### src/rtl/core/mcss_pkg.sv
package mcss_pkg;

  localparam int MCSS_MAX_STATES = 16;
  localparam int MCSS_PROB_BITS  = 16;

  localparam int ROW_W   = 4;
  localparam int PROB_W  = 16;
  localparam int RND_W   = 16;
  localparam int STATE_W = 4;
  localparam int CFG_W   = 5;

  localparam logic [CFG_W-1:0] CFG_STATES_RESET = 5'd16;

  typedef enum logic [1:0] {
    OP_STEP     = 2'd0,
    OP_WR_TRANS = 2'd1,
    OP_WR_INIT  = 2'd2,
    OP_RESTART  = 2'd3
  } mcss_op_e;

  typedef enum logic [2:0] {
    ST_IDLE = 3'b001,
    ST_SCAN = 3'b010,
    ST_DONE = 3'b100
  } mcss_fsm_e;

  typedef struct packed {
    logic trans_we;
    logic init_we;
  } mcss_wr_ctl_t;

  typedef struct packed {
    logic en;
    logic sel_init;
  } mcss_rd_ctl_t;

endpackage

### src/rtl/core/mcss_table.sv
module mcss_table #(
  parameter int MaxStates = mcss_pkg::MCSS_MAX_STATES,
  parameter int ProbBits  = mcss_pkg::MCSS_PROB_BITS,
  localparam int SW = (MaxStates > 1) ? $clog2(MaxStates) : 1
) (
  input  logic                  clk_i,
  input  mcss_pkg::mcss_wr_ctl_t wr_ctl_i,
  input  logic [SW-1:0]         wr_row_i,
  input  logic [SW-1:0]         wr_col_i,
  input  logic [ProbBits-1:0]   wr_data_i,
  input  mcss_pkg::mcss_rd_ctl_t rd_ctl_i,
  input  logic [SW-1:0]         rd_row_i,
  input  logic [SW-1:0]         rd_col_i,
  output logic [ProbBits-1:0]   rd_data_o
);
  import mcss_pkg::*;

  localparam int Depth = MaxStates * MaxStates;
  localparam int AW    = $clog2(Depth);

  logic [ProbBits-1:0] trans_mem [Depth];
  logic [ProbBits-1:0] init_mem  [MaxStates];

  logic [AW-1:0]       wr_addr;
  logic [AW-1:0]       rd_addr;
  logic [ProbBits-1:0] trans_rdata_q;
  logic [ProbBits-1:0] init_rdata_q;
  logic                sel_init_q;

  assign wr_addr = AW'(wr_row_i) * AW'(MaxStates) + AW'(wr_col_i);
  assign rd_addr = AW'(rd_row_i) * AW'(MaxStates) + AW'(rd_col_i);

  always_ff @(posedge clk_i) begin
    if (wr_ctl_i.trans_we) begin
      trans_mem[wr_addr] <= wr_data_i;
    end
    if (wr_ctl_i.init_we) begin
      init_mem[wr_col_i] <= wr_data_i;
    end
  end

  always_ff @(posedge clk_i) begin
    if (rd_ctl_i.en) begin
      trans_rdata_q <= trans_mem[rd_addr];
      init_rdata_q  <= init_mem[rd_col_i];
      sel_init_q    <= rd_ctl_i.sel_init;
    end
  end

  assign rd_data_o = sel_init_q ? init_rdata_q : trans_rdata_q;

endmodule

### config.mk
export PLATFORM = sky130hd
export DESIGN_NAME = mcss_table
export DESIGN_NICKNAME = d
export VERILOG_FILES = /design/src/rtl/core/mcss_pkg.sv /design/src/rtl/core/mcss_table.sv
export SDC_FILE = /design/constraint.sdc
export NUM_CORES = 2
export LEC_CHECK = 0
export ABC_AREA = 1
export BUFFER_PORTS_ARGS = -buffer_cell sky130_fd_sc_hd__buf_2
export CAP_MARGIN = 20
export CELL_PAD_IN_SITES_DETAIL_PLACEMENT = 1
export CELL_PAD_IN_SITES_GLOBAL_PLACEMENT = 2
export CORE_MARGIN = 1
export CORE_UTILIZATION = 45
export DETAILED_ROUTE_END_ITERATION = 7
export PLACE_DENSITY = 0.9
export SYNTH_ARGS = -nofsm -noshare
export SYNTH_HDL_FRONTEND = slang
export SYNTH_MEMORY_MAX_BITS = 65536
export SYNTH_SLANG_ARGS = --single-unit
### constraint.sdc
create_clock -name clk_i -period 2.64 [get_ports clk_i]
set_input_delay 0.132 -clock clk_i [delete_from_list [all_inputs] [get_ports clk_i]]
set_output_delay 0.132 -clock clk_i [all_outputs]
set_load 0.01 [all_outputs]
==> impl_metrics.env <==
export IMPL_status="complete, but fails checks"
export IMPL_violations="DRC, setup timing"
export IMPL_p_sw_mw=35.6
export IMPL_final_setup_tns_ns=-0.0624
export IMPL_ys_warn_count=0
export IMPL_clkLatencyLatePin_ns=1.03
export IMPL_synthXorXnorAreaFrac_pct=0
export IMPL_gp_congestion=0.875
export IMPL_power_frac_clock_pct=41.9
export IMPL_cap_violations=0
export IMPL_ys_types=24
export IMPL_r2r_start="trans_mem[34][15]"
export IMPL_powerDensity_nw_per_um2=739
export IMPL_hp_class="input pin to flop"
export IMPL_num_io_pins=53
export IMPL_cp_top_family="buffers and inverters"
export IMPL_post_dp_cell_area_sq_um=190000
export IMPL_async_reset_ff_share_pct=0
export IMPL_grt_pass1_vias=131197
export IMPL_crit_type="input pin to flop"
export IMPL_design_die_area_sq_um=396000
export IMPL_seq_area_frac_synth_pct=74.3
export IMPL_synthAdderAreaFrac_pct=0
export IMPL_synth_edf_count=4385
export IMPL_swShare_pct=23.6
export IMPL_reg2reg_slack_ns=0.16
export IMPL_cpMaxStageDelayCell="dlygate4sd3_1"
export IMPL_final_area_sq_um=204000
export IMPL_seq_power_share_pct=51.0
export IMPL_finalWirelength_microns=610000
export IMPL_synth_compound_area_share_pct=0.740
export IMPL_die_x_microns=630
export IMPL_fp_row_count=230
export IMPL_fin_crit_ns=2.70
export IMPL_drv_slew=0
export IMPL_irDropWorstVdd_v=0.000604
export IMPL_layout_setup_ws_ns=-0.0624
export IMPL_core_area_sq_um=392000
export IMPL_drc_errors=3
export IMPL_finClkSkew_ns=0.0618
export IMPL_cp_max_fo=31
export IMPL_utilization_pct=52.1
export IMPL_hp_start="wr_row_i[3]"
export IMPL_synthFlopType="edfxtp_1"
export IMPL_drt_first_pass_iters=8
export IMPL_grt_util_all_layers_pct=30.1
export IMPL_nets=15043
export IMPL_drive_above_1_share_pct=12.1
export IMPL_cpPeakStageDelay_ns=0.56
export IMPL_finalHoldViolations=0
export IMPL_slew_headroom_pct=31.0
export IMPL_r2r_end="trans_rdata_q[15]"
export IMPL_cts_root_buf="clkbuf_16"
export IMPL_drt_iter0_drc=15488
export IMPL_netlist_area_sq_um=177000
export IMPL_hold_depth=5
export IMPL_total_power_mw=151
export IMPL_post_route_period_util_pct=102
export IMPL_min_to="trans_mem[21][8]"
export IMPL_clk_pin_slew_ns=0.07
export IMPL_rr_worst_depth=12
export IMPL_end_kind="flop"
export IMPL_worstPathArrival_ns=3.58
export IMPL_cts_max_path_buffers=4
export IMPL_tritoncts="yes"
export IMPL_synth_simple_area_share_pct=21.3
export IMPL_hpwlAfterDp_microns=373000
export IMPL_die_y_microns=630
export IMPL_cp_required_ns=3.52
export IMPL_cts_inserted_buffers=453
export IMPL_cts_sinks=4385
export IMPL_crit_top_cell="nand3_1"
export IMPL_grt_overflow_total=0
export IMPL_synth_top_family_by_area="simple AND/OR/NAND/NOR gates"
export IMPL_synth_mux_area_share_pct=0.113
export IMPL_ys_ff_latch=4385
export IMPL_syn_instance_count=14351
export IMPL_start_util_pct=45.2
export IMPL_area_growth_pct=15.3
export IMPL_syn_nets=14388
export IMPL_cp_cell_sequence="dlygate4sd3_1, buf_8, inv_8, buf_12, buf_12, buf_4, nand3_1, nand3_1, nand3_1, nand3_1, nand3_1, nand2_1, nand2_1, nand2_1"
export IMPL_htree_levels=5
export IMPL_grt_pass1_wl_microns=883000
export IMPL_tightest_slew_ns=1.03
export IMPL_viasPerCell=6.10
export IMPL_grt_max_degree=110
export IMPL_combPwrFrac_pct=7.1
export IMPL_final_cell_mix="edfxtp_1, nand2_1, nand3_1, buf_4, clkbuf_16"
export IMPL_intPower_mw=115
export IMPL_vias=125787
export IMPL_drtAntennaViolNets=0
export IMPL_final_common_cell="edfxtp_1"
export IMPL_numPortBuffers=52
export IMPL_setup_viol=1
export IMPL_leakage_nw=72.0
export IMPL_syn_avg_cell_area_sq_um=12.4
export IMPL_wl_per_cell_microns=29.6
export IMPL_antenna_found_initial=32
export IMPL_max_freq_mhz=370
export IMPL_fillerInstances=39645
export IMPL_crit_buf_inv=6
export IMPL_start_kind="input pin"
-- Yosys cell counts, types with 3 or more instances --
cell type  instances  area share [%]
edfxtp_1        4385              74
nand2_1         4219             8.9
nand3_1         4041              11
nor2_1           432            0.91
buf_2            371             1.0
buf_4            194            0.82
clkbuf_1         180            0.38
buf_6            169             1.1
o21ai_0          141            0.40
buf_1             73            0.15
o22ai_1           39            0.14
inv_1             33           0.070
o221ai_1          28            0.14
mux2_2            16            0.10
o211ai_1          15           0.064
inv_2              3          0.0064
-- cell families (layout without fill, tap and decap cells) --
family	count (synthesis)	in the layout
other cells	0	19
buf+inv	1030	2071
mux	18	18
compound gates	224	224
simple gates	8694	8694
flops	4385	4385
-- per-stage QoR --
stage          cells  hold slack [ns]  setup WS, ns
5_1_grt        20618           0.0891     -0.000238
3_5_place_dp   19746            0.455        -0.476
6_report       20631           0.0705       -0.0624
2_1_floorplan  14351            0.231         0.546
4_1_cts        20612           0.0163        0.0837
3_3_place_gp   19746            0.454        -0.427
-- layout make-up --
cell class                      count  area (sq um)  area share, %
Clock inverter                    284          2550           1.25
Multi-Input combinational cell   8936         39300           19.2
Antenna cell                       19          47.5         0.0233
Tap cell                         5220          6530           3.20
Timing Repair Buffer             1192         12200           5.97
Sequential cell                  4385        132000           64.4
Clock buffer                      557         11800           5.79
Inverter                           38           206          0.101
-- how the worst max path moves through the flow --
stage	from	endpoint	slack (ns)	cells after the start
after global routing	wr_row_i[1]	trans_mem[137][11]	-0.0002	9
after detailed placement	rd_col_i[0]	trans_rdata_q[11]	-0.48	15
after floorplan	wr_row_i[3]	trans_mem[178][0]	0.55	4
after CTS	wr_row_i[1]	trans_mem[137][11]	0.08	9
final	rd_col_i[2]	trans_rdata_q[10]	-0.06	14
after global placement	rd_col_i[0]	trans_rdata_q[5]	-0.43	15
-- sequential cells by signal, indices dropped and copies added, names as in the netlist --
register	cells
sel_init_q	1
trans_rdata_q	16
init_rdata_q	16
init_mem	256
trans_mem	4096
-- worst register-to-register path, stage by stage, from the launching register on --
cell	delay [ns]
edfxtp_1	0.37
nand2_1	0.08
nand3_1	0.08
nand3_1	0.18
nand3_1	0.20
nand3_1	0.23
nand3_1	0.11
buf_4	0.20
nand3_1	0.24
nand2_1	0.21
buf_4	0.19
nand2_1	0.06
nand2_1	0.08
-- routing by layer --
layer	vias to the layer above	track usage, %	wire length (microns)
met3	1604	4.81	52600
met5	-	0	103
met1	64498	37.4	225000
met4	14	17.8	39400
li1	52808	-	-
met2	6863	49.8	294000
-- timing repair --
| action | CTS | global route |
|---|---|---|
| hold buffers | 25 | 0 |
| endpoints found under the setup margin | 0 | 27 |
| hold endpoints to repair | 3979 | 0 |
| gates resized for setup | 0 | 1 |
| buffers inserted | 0 | 0 |
-- power by group through the flow --
stage               clock (mW)  combinational, mW  sequential, mW
global placement             0               10.1            78.4
CTS                       63.5               10.6            77.0
global route              65.7               11.2            76.9
finish                    63.2               10.8            77.0
detailed placement           0               10.4            78.4
floorplan                    0               4.91            78.4
(Power assumes the default switching activity.)
