[config.mk]
export PLATFORM = sky130hd
export DESIGN_NAME = mcss_scan
export DESIGN_NICKNAME = d
export VERILOG_FILES = /design/src/rtl/core/mcss_pkg.sv /design/src/rtl/core/mcss_scan.sv
export SDC_FILE = /design/constraint.sdc
export NUM_CORES = 1
export LEC_CHECK = 0
export BUFFER_PORTS_ARGS = -buffer_cell sky130_fd_sc_hd__buf_2
export CORE_MARGIN = 3
export CORE_UTILIZATION = 25
export DETAILED_ROUTE_END_ITERATION = 10
export PLACE_DENSITY = 0.5
export SLEW_MARGIN = 15
export SYNTH_ARGS = -nofsm -noshare
export SYNTH_HDL_FRONTEND = slang
export SYNTH_SLANG_ARGS = --single-unit
[constraint.sdc]
create_clock -name clk_i -period 6.05 [get_ports clk_i]
set_input_delay 0.9075 -clock clk_i [delete_from_list [all_inputs] [get_ports clk_i]]
set_output_delay 0.9075 -clock clk_i [all_outputs]
set_load 0.02 [all_outputs]
[src/rtl/core/mcss_pkg.sv]
package mcss_pkg;

  localparam int MCSS_MAX_STATES = 16;
  localparam int MCSS_PROB_BITS  = 16;

  localparam int ROW_W   = 4;
  localparam int PROB_W  = 16;
  localparam int RND_W   = 16;
  localparam int STATE_W = 4;
  localparam int CFG_W   = 5;

  localparam logic [CFG_W-1:0] CFG_STATES_RESET = 5'd16;

  typedef enum logic [1:0] {
    OP_STEP     = 2'd0,
    OP_WR_TRANS = 2'd1,
    OP_WR_INIT  = 2'd2,
    OP_RESTART  = 2'd3
  } mcss_op_e;

  typedef enum logic [2:0] {
    ST_IDLE = 3'b001,
    ST_SCAN = 3'b010,
    ST_DONE = 3'b100
  } mcss_fsm_e;

  typedef struct packed {
    logic trans_we;
    logic init_we;
  } mcss_wr_ctl_t;

  typedef struct packed {
    logic en;
    logic sel_init;
  } mcss_rd_ctl_t;

endpackage

[src/rtl/core/mcss_scan.sv]
module mcss_scan #(
  parameter int MaxStates = mcss_pkg::MCSS_MAX_STATES,
  parameter int ProbBits  = mcss_pkg::MCSS_PROB_BITS,
  localparam int SW = (MaxStates > 1) ? $clog2(MaxStates) : 1
) (
  input  logic                          clk_i,
  input  logic                          rst_ni,
  input  logic                          in_valid_i,
  output logic                          in_ready_o,
  input  mcss_pkg::mcss_op_e            in_op_i,
  input  logic [mcss_pkg::ROW_W-1:0]    in_row_i,
  input  logic [mcss_pkg::ROW_W-1:0]    in_col_i,
  input  logic [mcss_pkg::PROB_W-1:0]   in_prob_i,
  input  logic [mcss_pkg::RND_W-1:0]    in_rnd_i,
  input  logic [mcss_pkg::CFG_W-1:0]    cfg_states_i,
  output logic                          out_valid_o,
  input  logic                          out_ready_i,
  output logic [mcss_pkg::STATE_W-1:0]  out_state_o,
  output logic                          out_initial_o,
  output mcss_pkg::mcss_wr_ctl_t        wr_ctl_o,
  output logic [SW-1:0]                 wr_row_o,
  output logic [SW-1:0]                 wr_col_o,
  output logic [ProbBits-1:0]           wr_data_o,
  output mcss_pkg::mcss_rd_ctl_t        rd_ctl_o,
  output logic [SW-1:0]                 rd_row_o,
  output logic [SW-1:0]                 rd_col_o,
  input  logic [ProbBits-1:0]           rd_data_i
);
  import mcss_pkg::*;

  localparam int CntW   = $clog2(MaxStates + 1);
  localparam int CfgCmW = (CntW > CFG_W) ? CntW : CFG_W;
  localparam int IdxCmW = (CntW > ROW_W) ? CntW : ROW_W;
  localparam int AccW   = ProbBits + SW + 1;
  localparam int RndCmW = (AccW > RND_W) ? AccW : RND_W;

  mcss_fsm_e          state_q, state_d;
  logic [SW-1:0]      cur_q, cur_d;
  logic               started_q, started_d;
  logic               init_q, init_d;
  logic [SW-1:0]      idx_q, idx_d;
  logic [CntW-1:0]    cnt_q, cnt_d;
  logic [AccW-1:0]    acc_q, acc_d;
  logic [RND_W-1:0]   rnd_q, rnd_d;
  logic               out_valid_q, out_valid_d;
  logic [STATE_W-1:0] out_state_q, out_state_d;
  logic               out_init_q, out_init_d;

  logic            accept;
  logic            step_go;
  logic            row_ok;
  logic            col_ok;
  logic [CntW-1:0] count;
  logic [AccW-1:0] sum;
  logic            hit;
  logic            last;

  assign in_ready_o = (state_q == ST_IDLE);
  assign accept     = in_valid_i & in_ready_o;
  assign step_go    = accept & (in_op_i == OP_STEP);

  assign row_ok = IdxCmW'(in_row_i) < IdxCmW'(MaxStates);
  assign col_ok = IdxCmW'(in_col_i) < IdxCmW'(MaxStates);

  // Clamp the row length to the table size.
  assign count = (CfgCmW'(cfg_states_i) > CfgCmW'(MaxStates)) ?
                 CntW'(MaxStates) : CntW'(cfg_states_i);

  assign wr_ctl_o.trans_we = accept & (in_op_i == OP_WR_TRANS) & row_ok & col_ok;
  assign wr_ctl_o.init_we  = accept & (in_op_i == OP_WR_INIT) & col_ok;
  assign wr_row_o          = SW'(in_row_i);
  assign wr_col_o          = SW'(in_col_i);
  assign wr_data_o         = ProbBits'(in_prob_i);

  assign sum  = acc_q + AccW'(rd_data_i);
  assign hit  = RndCmW'(sum) > RndCmW'(rnd_q);
  assign last = (CntW'(idx_q) + CntW'(1)) == cnt_q;

  always_comb begin
    state_d     = state_q;
    cur_d       = cur_q;
    started_d   = started_q;
    init_d      = init_q;
    idx_d       = idx_q;
    cnt_d       = cnt_q;
    acc_d       = acc_q;
    rnd_d       = rnd_q;
    out_valid_d = out_valid_q;
    out_state_d = out_state_q;
    out_init_d  = out_init_q;
    rd_ctl_o    = '0;
    rd_row_o    = cur_q;
    rd_col_o    = '0;

    if (out_valid_q && out_ready_i) begin
      out_valid_d = 1'b0;
    end

    case (state_q)
      ST_IDLE: begin
        if (accept && (in_op_i == OP_RESTART)) begin
          started_d = 1'b0;
        end
        if (step_go) begin
          init_d    = !started_q;
          started_d = 1'b1;
          idx_d     = '0;
          cnt_d     = count;
          acc_d     = '0;
          rnd_d     = in_rnd_i;
          if (count == '0) begin
            state_d = ST_DONE;
          end else begin
            // Fetch the first entry of the row.
            rd_ctl_o.en       = 1'b1;
            rd_ctl_o.sel_init = !started_q;
            state_d           = ST_SCAN;
          end
        end
      end
      ST_SCAN: begin
        if (hit) begin
          cur_d   = idx_q;
          state_d = ST_DONE;
        end else if (last) begin
          state_d = ST_DONE;
        end else begin
          // Advance to the next entry while the sum is still short.
          acc_d             = sum;
          idx_d             = idx_q + SW'(1);
          rd_ctl_o.en       = 1'b1;
          rd_ctl_o.sel_init = init_q;
          rd_col_o          = idx_q + SW'(1);
        end
      end
      ST_DONE: begin
        // Hold until the output register is free.
        if (!out_valid_q || out_ready_i) begin
          out_valid_d = 1'b1;
          out_state_d = STATE_W'(cur_q);
          out_init_d  = init_q;
          state_d     = ST_IDLE;
        end
      end
      default: begin
        state_d = ST_IDLE;
      end
    endcase
  end

  always_ff @(posedge clk_i or negedge rst_ni) begin
    if (!rst_ni) begin
      state_q     <= ST_IDLE;
      cur_q       <= '0;
      started_q   <= 1'b0;
      out_valid_q <= 1'b0;
    end else begin
      state_q     <= state_d;
      cur_q       <= cur_d;
      started_q   <= started_d;
      out_valid_q <= out_valid_d;
    end
  end

  always_ff @(posedge clk_i) begin
    init_q      <= init_d;
    idx_q       <= idx_d;
    cnt_q       <= cnt_d;
    acc_q       <= acc_d;
    rnd_q       <= rnd_d;
    out_state_q <= out_state_d;
    out_init_q  <= out_init_d;
  end

  assign out_valid_o   = out_valid_q;
  assign out_state_o   = out_state_q;
  assign out_initial_o = out_init_q;

endmodule

==> flow_summary.toml, run 1 <==
[grt]
grt_first_pass_wirelength_um = 14140
antenna_found_initial = 0
grt_pass1_vias = 2794
overflow = 0
grt_usage_pct = 10.17
grt_max_degree = 26

[floorplanning]
rows = 45
ioPinCount = 110
die_w_um = 131.5
die_h_um = 131.5
start_util_pct = 25.73
dieArea_um2 = 17300
core_um2 = 15310

[synth]
yosys.area_share.simple_pct = 16.42
synth.cell_area_um2 = 3940
syn_nets = 471
synth_compound_area_share_pct = 12.07
synth_top_family_by_area = "simple AND/OR/NAND/NOR gates"
synth_fa_ha_area_share_pct = 10.99
ys_ff_latch = 61
synth-xor-area-share_pct = 5.526
ys_types = 55
synth_edf_count = 52
yosysWarnings = 0
synthArstFlopShare_pct = 14.75
synthCells = 370
seq_area_frac_synth_pct = 45.38
synth.area.mux_share_pct = 1.778
synth.avg_cell_area_um2 = 10.65
synth_flop_cell = "edfxtp_1"

[timing]
max_clock_freq_mhz = 176.7
slew_violations = 0
rsz0062_at_grt = "no"
final_hold_viol_count = 0
maxSlewHeadroom_pct = 71.39
fin_crit_sh_pct = 93.53
fin_crit_ns = 5.658
tightest_slew_ns = 0.4275
skew_ns = 0.006883
final-setup-viol-count = 0
fin_tns_setup_ns = 0

[final_layout]
mostFrequentLayoutCell = "buf_2"
diodes = 0
layout_common_cells = "buf_2, edfxtp_1, ha_1"
fin_util_pct = 30.62
syn_to_final_growth_pct = 19.02
final_cell_area_um2 = 4690
fin_nets = 516
drive_above_1_share_pct = 25.00

[flow_run]
cap_viol_max_count = 0

[route]
postRouteWirelength_um = 8517
wl_per_cell_um = 13.50
via_count = 2718
drc = 0
drtIter0Drc = 103
ant_nets = 0
vias_per_cell = 4.307
first_pass_iters = 4

[cts]
numCtsBuffers = 9
cts_sinks = 61
htreeDepth = 3
tritoncts = "built"
cts_buffer_depth = 2
clk_pin_slew_worst_paths_ns = 0.05
cts_setup_buffers = 0
root_buffer = "clkbuf_16"
clkLatencyLatePin_ns = 0.33

[status]
status = "complete, no violations"

[pwr]
ir_drop_mv = 0.1115
power_density_nw_per_um2 = 264.9
p_leak_nw = 1.971

[placement]
gp_congestion = 0.7739
place_area_um2 = 4333
port-buffer-count = 61
dp_hpwl_um = 6890

[critical_path]
path_cells = "buf_2, ha_1, inv_1, fa_1, nand2b_1, a21oi_2, o21ai_0, nand2_1, a21oi_1, o21bai_1, xor2_1, ha_1, nand3_2, or4_4, nor2_1, a21oi_1, a21oi_2, nand4_2, nor4_1, buf_2"
crit_type = "primary input to output port"
crit_required_ns = 5.14
crit_path_end_kind = "output port"
cpPeakStageDelay_ns = 0.54
r2r_setup_slack_ns = 1.55
cp_max_fo = 5
cp_slowest_cell = "or4_4"
startpoint_type = "primary input"
arrival_ns = 4.75

[worst_hold_path]
hold_path.class = "primary input to async pin"
==> metrics by stage <==
step / power, mW / hold WS [ns] / worst slack, ns / cells
final: 1.242 / 0.4297 / 0.3916 / 631
after global routing: 1.299 / 0.4306 / 0.02411 / 631
after CTS: 1.260 / 0.4216 / 0.2331 / 631
after detailed placement: 0.6676 / 0.4631 / 0.2387 / 615
after global placement: 0.6640 / 0.4595 / 0.3210 / 615
after floorplan: 0.6344 / 0.4271 / 0.6128 / 370
==> final cells by class <==
type | instances | area (um2)
clock buffer | 10 | 229.0
clock inverter | 6 | 111.4
fill | 1623 | 10630
inverter | 26 | 97.59
multi-input combinational | 252 | 1864
sequential | 61 | 1788
tap | 211 | 264.0
timing repair buffer | 65 | 335.3
==> kinds of logic (layout without fill, tap and decap cells) <==
| kind of cell | count (synthesis) | in the layout |
|---|---|---|
| and+or+nand+nor | 116 | 116 |
| AOI/OAI and AO/OA | 72 | 72 |
| DFF | 61 | 61 |
| buffers and inverters | 57 | 107 |
| adders and majority gates | 34 | 34 |
| xor gates and xnor gates | 24 | 24 |
| muxes | 6 | 6 |
==> worst paths after layout <==
check / cells after the start / start / end
worst max-delay path: 20 / rd_data_i[0] / rd_col_o[3]
min in group clk_i: 0 / rd_row_o[1] / out_state_o[1]
worst min register to register: 0 / rd_row_o[1] / out_state_o[1]
max in group asynchronous: 1 / rst_ni / state_q[0]
worst max register to register: 20 / acc_q[0] / acc_q[9]
worst min-delay path: 1 / rst_ni / out_valid_o
==> power by group <==
part	switching (mW)	internal (mW)
Combinational	0.103	0.0721
Clock	0.182	0.402
Sequential	0.00882	0.474
Total	0.294	0.948
==> sequential cells by signal, summed over array words and instances (netlist names) <==
name,flops
acc_q,21
cnt_q,5
idx_q,4
init_q,1
out_initial_o,1
out_state_o,4
out_valid_o,1
rd_row_o,4
rnd_q,16
started_q,1
state_q,3
==> synthesized netlist by cell type, types with 9 or more instances <==
cell type	number	area share, %
edfxtp_1	52	40
ha_1	33	10
nor2_1	27	2.6
inv_1	26	2.5
a21oi_1	25	3.2
buf_4	25	4.8
nand2_1	23	2.2
and2_1	19	3.0
o21ai_0	15	1.9
xnor2_1	14	3.1
xor2_1	9	2.0
==> layer usage <==
metal  global-route usage, %  vias to the layer above  share of wire [%]  routed length (um)
li1                        -                     1384                  -                   -
met1                   12.89                     1263                 47                4045
met3                   2.603                       14                4.3                 368
met5                       0                        -                  0                   0
met2                   16.42                       57                 47                3970
met4                   4.376                        0                1.6                 133
==> critical path: cells and delay by family <==
family | cells | cell delay (ns)
compound gates | 6 | 0.82
xor+xnor | 1 | 0.11
fa+ha+maj | 3 | 0.90
simple gates | 7 | 1.62
buf+inv | 3 | 0.40
==> what timing repair did <==
item | in CTS | in global routing
hold buffers | 0 | 0
setup endpoints to repair | 0 | 5
resized for setup | 0 | 3
No activity file was read; power rests on OpenSTA's default activity.
==> inputs of run 2 (changes only) <==
Settings changed: BUFFER_PORTS_ARGS -buffer_cell sky130_fd_sc_hd__buf_2 to -buffer_cell sky130_fd_sc_hd__buf_4.
==> run 2 against run 1 <==
Register-to-register slack is essentially flat. Largest cell class unchanged. Design area grew 2.7%. Critical endpoint unchanged. Power shrank 1.8%. Non-clock buffer count is the same. Combinational power grew 7%. Fmax is essentially flat. Via count grew 1.5%. Routed wire length grew 2.1%.
==> flow_summary.toml, run 2 (synthesis results as in run 1) <==
[final_layout]
stdcell_count = 631
reg_top3 = "acc_q: 21 flops, rnd_q: 16 flops, cnt_q: 5 flops"
regMostFlops = "acc_q"
mostFrequentLayoutCell = "buf_4"
layout_common_cells = "buf_4, edfxtp_1, ha_1"
largest_reg_flops = 21
fin_nets = 516
drive_above_1_share_pct = 24.76
syn_to_final_growth_pct = 22.29
diodes = 0
final_cell_area_um2 = 4818

[timing]
tightest_slew_ns = 0.4433
fin_tns_setup_ns = 0
rsz0062_at_grt = "no"
final_hold_viol_count = 0
skew_ns = 0.008735
maxSlewHeadroom_pct = 70.34
fin_crit_sh_pct = 93.58
slew_violations = 0
hold_ws_ns = 0.3955
final-setup-viol-count = 0
max_clock_freq_mhz = 176.6
fin_crit_ns = 5.661

[critical_path]
critical-path-top-delay-family = "simple AND/OR/NAND/NOR gates"
cp_max_fo = 5
critical_path_buf_inv_count = 3
startpoint_type = "primary input"
cp_slowest_cell = "or4_4"
arrival_ns = 4.75
cp_num_cells = 20
crit_required_ns = 5.14
reg2regPathDepth = 20
path_cells = "buf_4, ha_1, inv_1, fa_1, nand2b_1, a21oi_2, o21ai_0, nand2_1, a21oi_1, o21bai_1, xor2_1, ha_1, nand3_2, or4_4, nor2_1, a21oi_1, a21oi_2, nand4_2, nor4_1, buf_4"
crit_path_end_kind = "output port"
crit_type = "primary input to output port"
cpPeakStageDelay_ns = 0.54

[pwr]
power_density_nw_per_um2 = 253.3
ir_drop_mv = 0.09870
p_seq_share_pct = 39.6
p_leak_nw = 2.009
p_sw_share_pct = 24.16
power.switching_mw = 0.2948
combPwrFrac_pct = 15.3
clock_power_share_pct = 45.1
finalPower_mw = 1.220
p_int_mw = 0.9255

[status]
status = "complete, no violations"

[worst_hold_path]
hold_path.class = "primary input to async pin"

[flow_run]
cap_viol_max_count = 0

[floorplanning]
die_w_um = 131.5
ioPinCount = 110
dieArea_um2 = 17300
die_h_um = 131.5
rows = 45
core_um2 = 15310
start_util_pct = 25.73

[grt]
grt_first_pass_wirelength_um = 14060
grt_usage_pct = 10.15
overflow = 0
grt_max_degree = 26
antenna_found_initial = 0
grt_pass1_vias = 2865

[cts]
clk_pin_slew_worst_paths_ns = 0.05
cts_buffer_depth = 2
numCtsBuffers = 9
tritoncts = "built"
cts_sinks = 61
clkLatencyLatePin_ns = 0.33
holdBufCountCts = 0
cts_setup_buffers = 0
htreeDepth = 3
cts-resized-gates = 0
root_buffer = "clkbuf_16"

[placement]
place_inst = 615
dp_hpwl_um = 6905
gp_congestion = 0.7896
place_area_um2 = 4486
port-buffer-count = 61

[route]
wl_per_cell_um = 13.77
drtIter0Drc = 126
vias_per_cell = 4.374
postRouteWirelength_um = 8692
first_pass_iters = 6
via_count = 2760
ant_nets = 0
drc = 0
run 2: worst paths after layout:
kind,start,end,slack (ns)
setup / recovery,rd_data_i[0],rd_col_o[3],0.39
hold / removal,rst_ni,out_valid_o,0.40
setup reg to reg,acc_q[0],acc_q[17],1.54
hold reg to reg,rd_row_o[2],out_state_o[2],0.48
max in group asynchronous,rst_ni,state_q[0],5.44
min in group clk_i,rd_row_o[2],out_state_o[2],0.48
run 2: layout make-up:
| class | instances | area [um2] |
|---|---|---|
| tap | 211 | 264.0 |
| fill | 1609 | 10500 |
| sequential | 61 | 1788 |
| clock buffer | 11 | 242.7 |
| clock inverter | 5 | 73.82 |
| inverter | 26 | 97.59 |
| multi-input combinational | 252 | 1864 |
| timing repair buffer | 65 | 488.0 |
run 2: power groups by stage:
stage	logic (mW)	clock network, mW	registers [mW]
floorplan	0.139	0	0.495
global placement	0.186	0	0.491
detailed placement	0.188	0	0.492
CTS	0.189	0.564	0.483
global route	0.212	0.578	0.485
finish	0.187	0.550	0.483
run 2: per-layer routing:
| layer | vias to the layer above | share of wire (%) | track usage, % |
|---|---|---|---|
| met5 | - | 0 | 0 |
| met4 | 0 | 1.4 | 3.909 |
| met3 | 12 | 4.4 | 2.948 |
| met2 | 74 | 48 | 16.79 |
| met1 | 1285 | 47 | 12.49 |
| li1 | 1389 | - | - |
run 2: per-stage QoR:
step	setup WS, ns	util, %
2_1_floorplan	0.6128	-
3_3_place_gp	0.3443	29.29
3_5_place_dp	0.2896	29.29
4_1_cts	0.2736	31.36
5_1_grt	0.03908	31.46
6_report	0.3886	31.46
==> inputs of run 3 (changes only) <==
Settings changed: CORE_UTILIZATION 25 to 55, CTS_BUF_LIST from default to sky130_fd_sc_hd__clkbuf_4 sky130_fd_sc_hd__clkbuf_8, GPL_TIMING_DRIVEN from default to 0, PLACE_DENSITY 0.5 to 0.89.
==> run 3 against run 2 <==
First-iteration DRC count up 34%. Die area down 53%. Clock skew up 0.0048 ns. Critical endpoint is now rd_ctl_o[0].
==> flow_summary.toml, run 3 (synthesis results as in run 1) <==
[placement]
place_area_um2 = 4718
port-buffer-count = 85
place_inst = 553
dp_hpwl_um = 6472
gp_congestion = 0.8983

[worst_hold_path]
hold_path.class = "primary input to async pin"

[grt]
grt_first_pass_wirelength_um = 13960
overflow = 0
grt_usage_pct = 21.16
antenna_found_initial = 0
grt_pass1_vias = 3109
grt_max_degree = 26

[final_layout]
regMostFlops = "acc_q"
drive_above_1_share_pct = 32.28
diodes = 0
mostFrequentLayoutCell = "buf_4"
largest_reg_flops = 21
layout_common_cells = "buf_4, edfxtp_1, ha_1"
reg_top3 = "acc_q: 21 flops, rnd_q: 16 flops, cnt_q: 5 flops"
stdcell_count = 570
syn_to_final_growth_pct = 25.98
fin_nets = 570
final_cell_area_um2 = 4964

[timing]
tightest_slew_ns = 1.205
fin_tns_setup_ns = 0
fin_crit_sh_pct = 96.86
final_hold_viol_count = 0
fin_crit_ns = 5.860
hold_ws_ns = 0.3755
slew_violations = 0
final-setup-viol-count = 0
maxSlewHeadroom_pct = 19.69
max_clock_freq_mhz = 170.7
skew_ns = 0.01351

[cts]
htreeDepth = 3
cts_sinks = 61
numCtsBuffers = 9
clk_pin_slew_worst_paths_ns = 0.07
cts_buffer_depth = 2
root_buffer = "clkbuf_8"
clkLatencyLatePin_ns = 0.34
tritoncts = "built"

[route]
first_pass_iters = 4
routed.top_layer = "met4"
via_count = 3064
route.met3.wl_um = 854
drtIter0Drc = 169
wirelength_met1_um = 3380
drc = 0
ant_nets = 0
wl_per_cell_um = 15.05
met2_length_um = 4192
postRouteWirelength_um = 8576
vias_per_cell = 5.375

[flow_run]
cap_viol_max_count = 0

[critical_path]
cp_slowest_cell = "or4_4"
critical_path_buf_inv_count = 3
crit_path_end_kind = "output port"
crit_type = "primary input to output port"
cp_max_fo = 5
critical-path-top-delay-family = "simple AND/OR/NAND/NOR gates"
cpPeakStageDelay_ns = 0.55
arrival_ns = 4.95
crit_required_ns = 5.14
path_cells = "buf_4, ha_1, inv_1, fa_1, nand2b_1, a21oi_2, o21ai_0, nand2_1, a21oi_1, o21bai_1, xor2_1, ha_1, nand3_2, or4_4, nor2_1, a21oi_1, a21oi_2, nand4_4, nor3_4, o2bb2ai_1, buf_4"
startpoint_type = "primary input"

[floorplanning]
ioPinCount = 110
start_util_pct = 57.36
dieArea_um2 = 8216
core_um2 = 6869
rows = 30
die_h_um = 90.64
die_w_um = 90.64

[status]
status = "complete, no violations"

[pwr]
p_leak_nw = 2.202
power_density_nw_per_um2 = 225.2
ir_drop_mv = 0.1940
run 3: cell types whose count changed in the layout (fill, tap and decap cells not counted):
cell / before / now
buf_2: 0 / 1
buf_4: 65 / 113
clkbuf_1: 1 / 5
clkbuf_16: 9 / 0
clkbuf_4: 0 / 1
clkbuf_8: 1 / 10
nand4_2: 1 / 0
nand4_4: 0 / 1
nor4_1: 2 / 3
nor4_2: 2 / 1
run 3: final timing paths:
path	from	endpoint	slack (ns)	cells after the start
min reg2reg	init_q	out_initial_o	0.48	0
max in group asynchronous	rst_ni	state_q[0]	5.45	1
max reg2reg	acc_q[0]	idx_q[1]	0.70	19
min in group clk_i	init_q	out_initial_o	0.48	0
max	rd_data_i[0]	rd_ctl_o[0]	0.19	21
min	rst_ni	rd_row_o[2]	0.38	1
run 3: repair_timing:
action,4_1_cts,5_1_grt
resized for setup,0,3
hold buffers,0,0
hold endpoints to repair,0,0
endpoints found under the setup margin,0,31
buffers inserted,0,1
run 3: area by class of cell:
class	count	area [um2]
clock buffer	11	145.1
sequential	61	1788
tap	96	120.1
fill	486	1906
inverter	26	97.59
timing repair buffer	88	660.6
clock inverter	5	73.82
multi-input combinational	252	1867
buffer	31	211.5
run 3: power by group:
part           switching, mW  internal [mW]
registers            0.00928          0.473
logic                  0.127          0.105
clock network          0.158          0.245
run 3: per-stage QoR:
| stage | util (%) | setup slack [ns] | power [mW] |
|---|---|---|---|
| global route | 72.26 | -0.07594 | 1.161 |
| global placement | 68.40 | 0.2024 | 0.7034 |
| CTS | 71.88 | 0.07891 | 1.117 |
| detailed placement | 68.69 | 0.1030 | 0.7155 |
| floorplan | - | 0.6128 | 0.6344 |
| finish | 72.26 | 0.1902 | 1.118 |
run 3: per-layer routing:
metal  GRT usage, %  up-vias
met5              0        -
met4          7.398        0
met3          5.250       17
met2          36.87      151
met1          25.38     1401
li1               -     1495
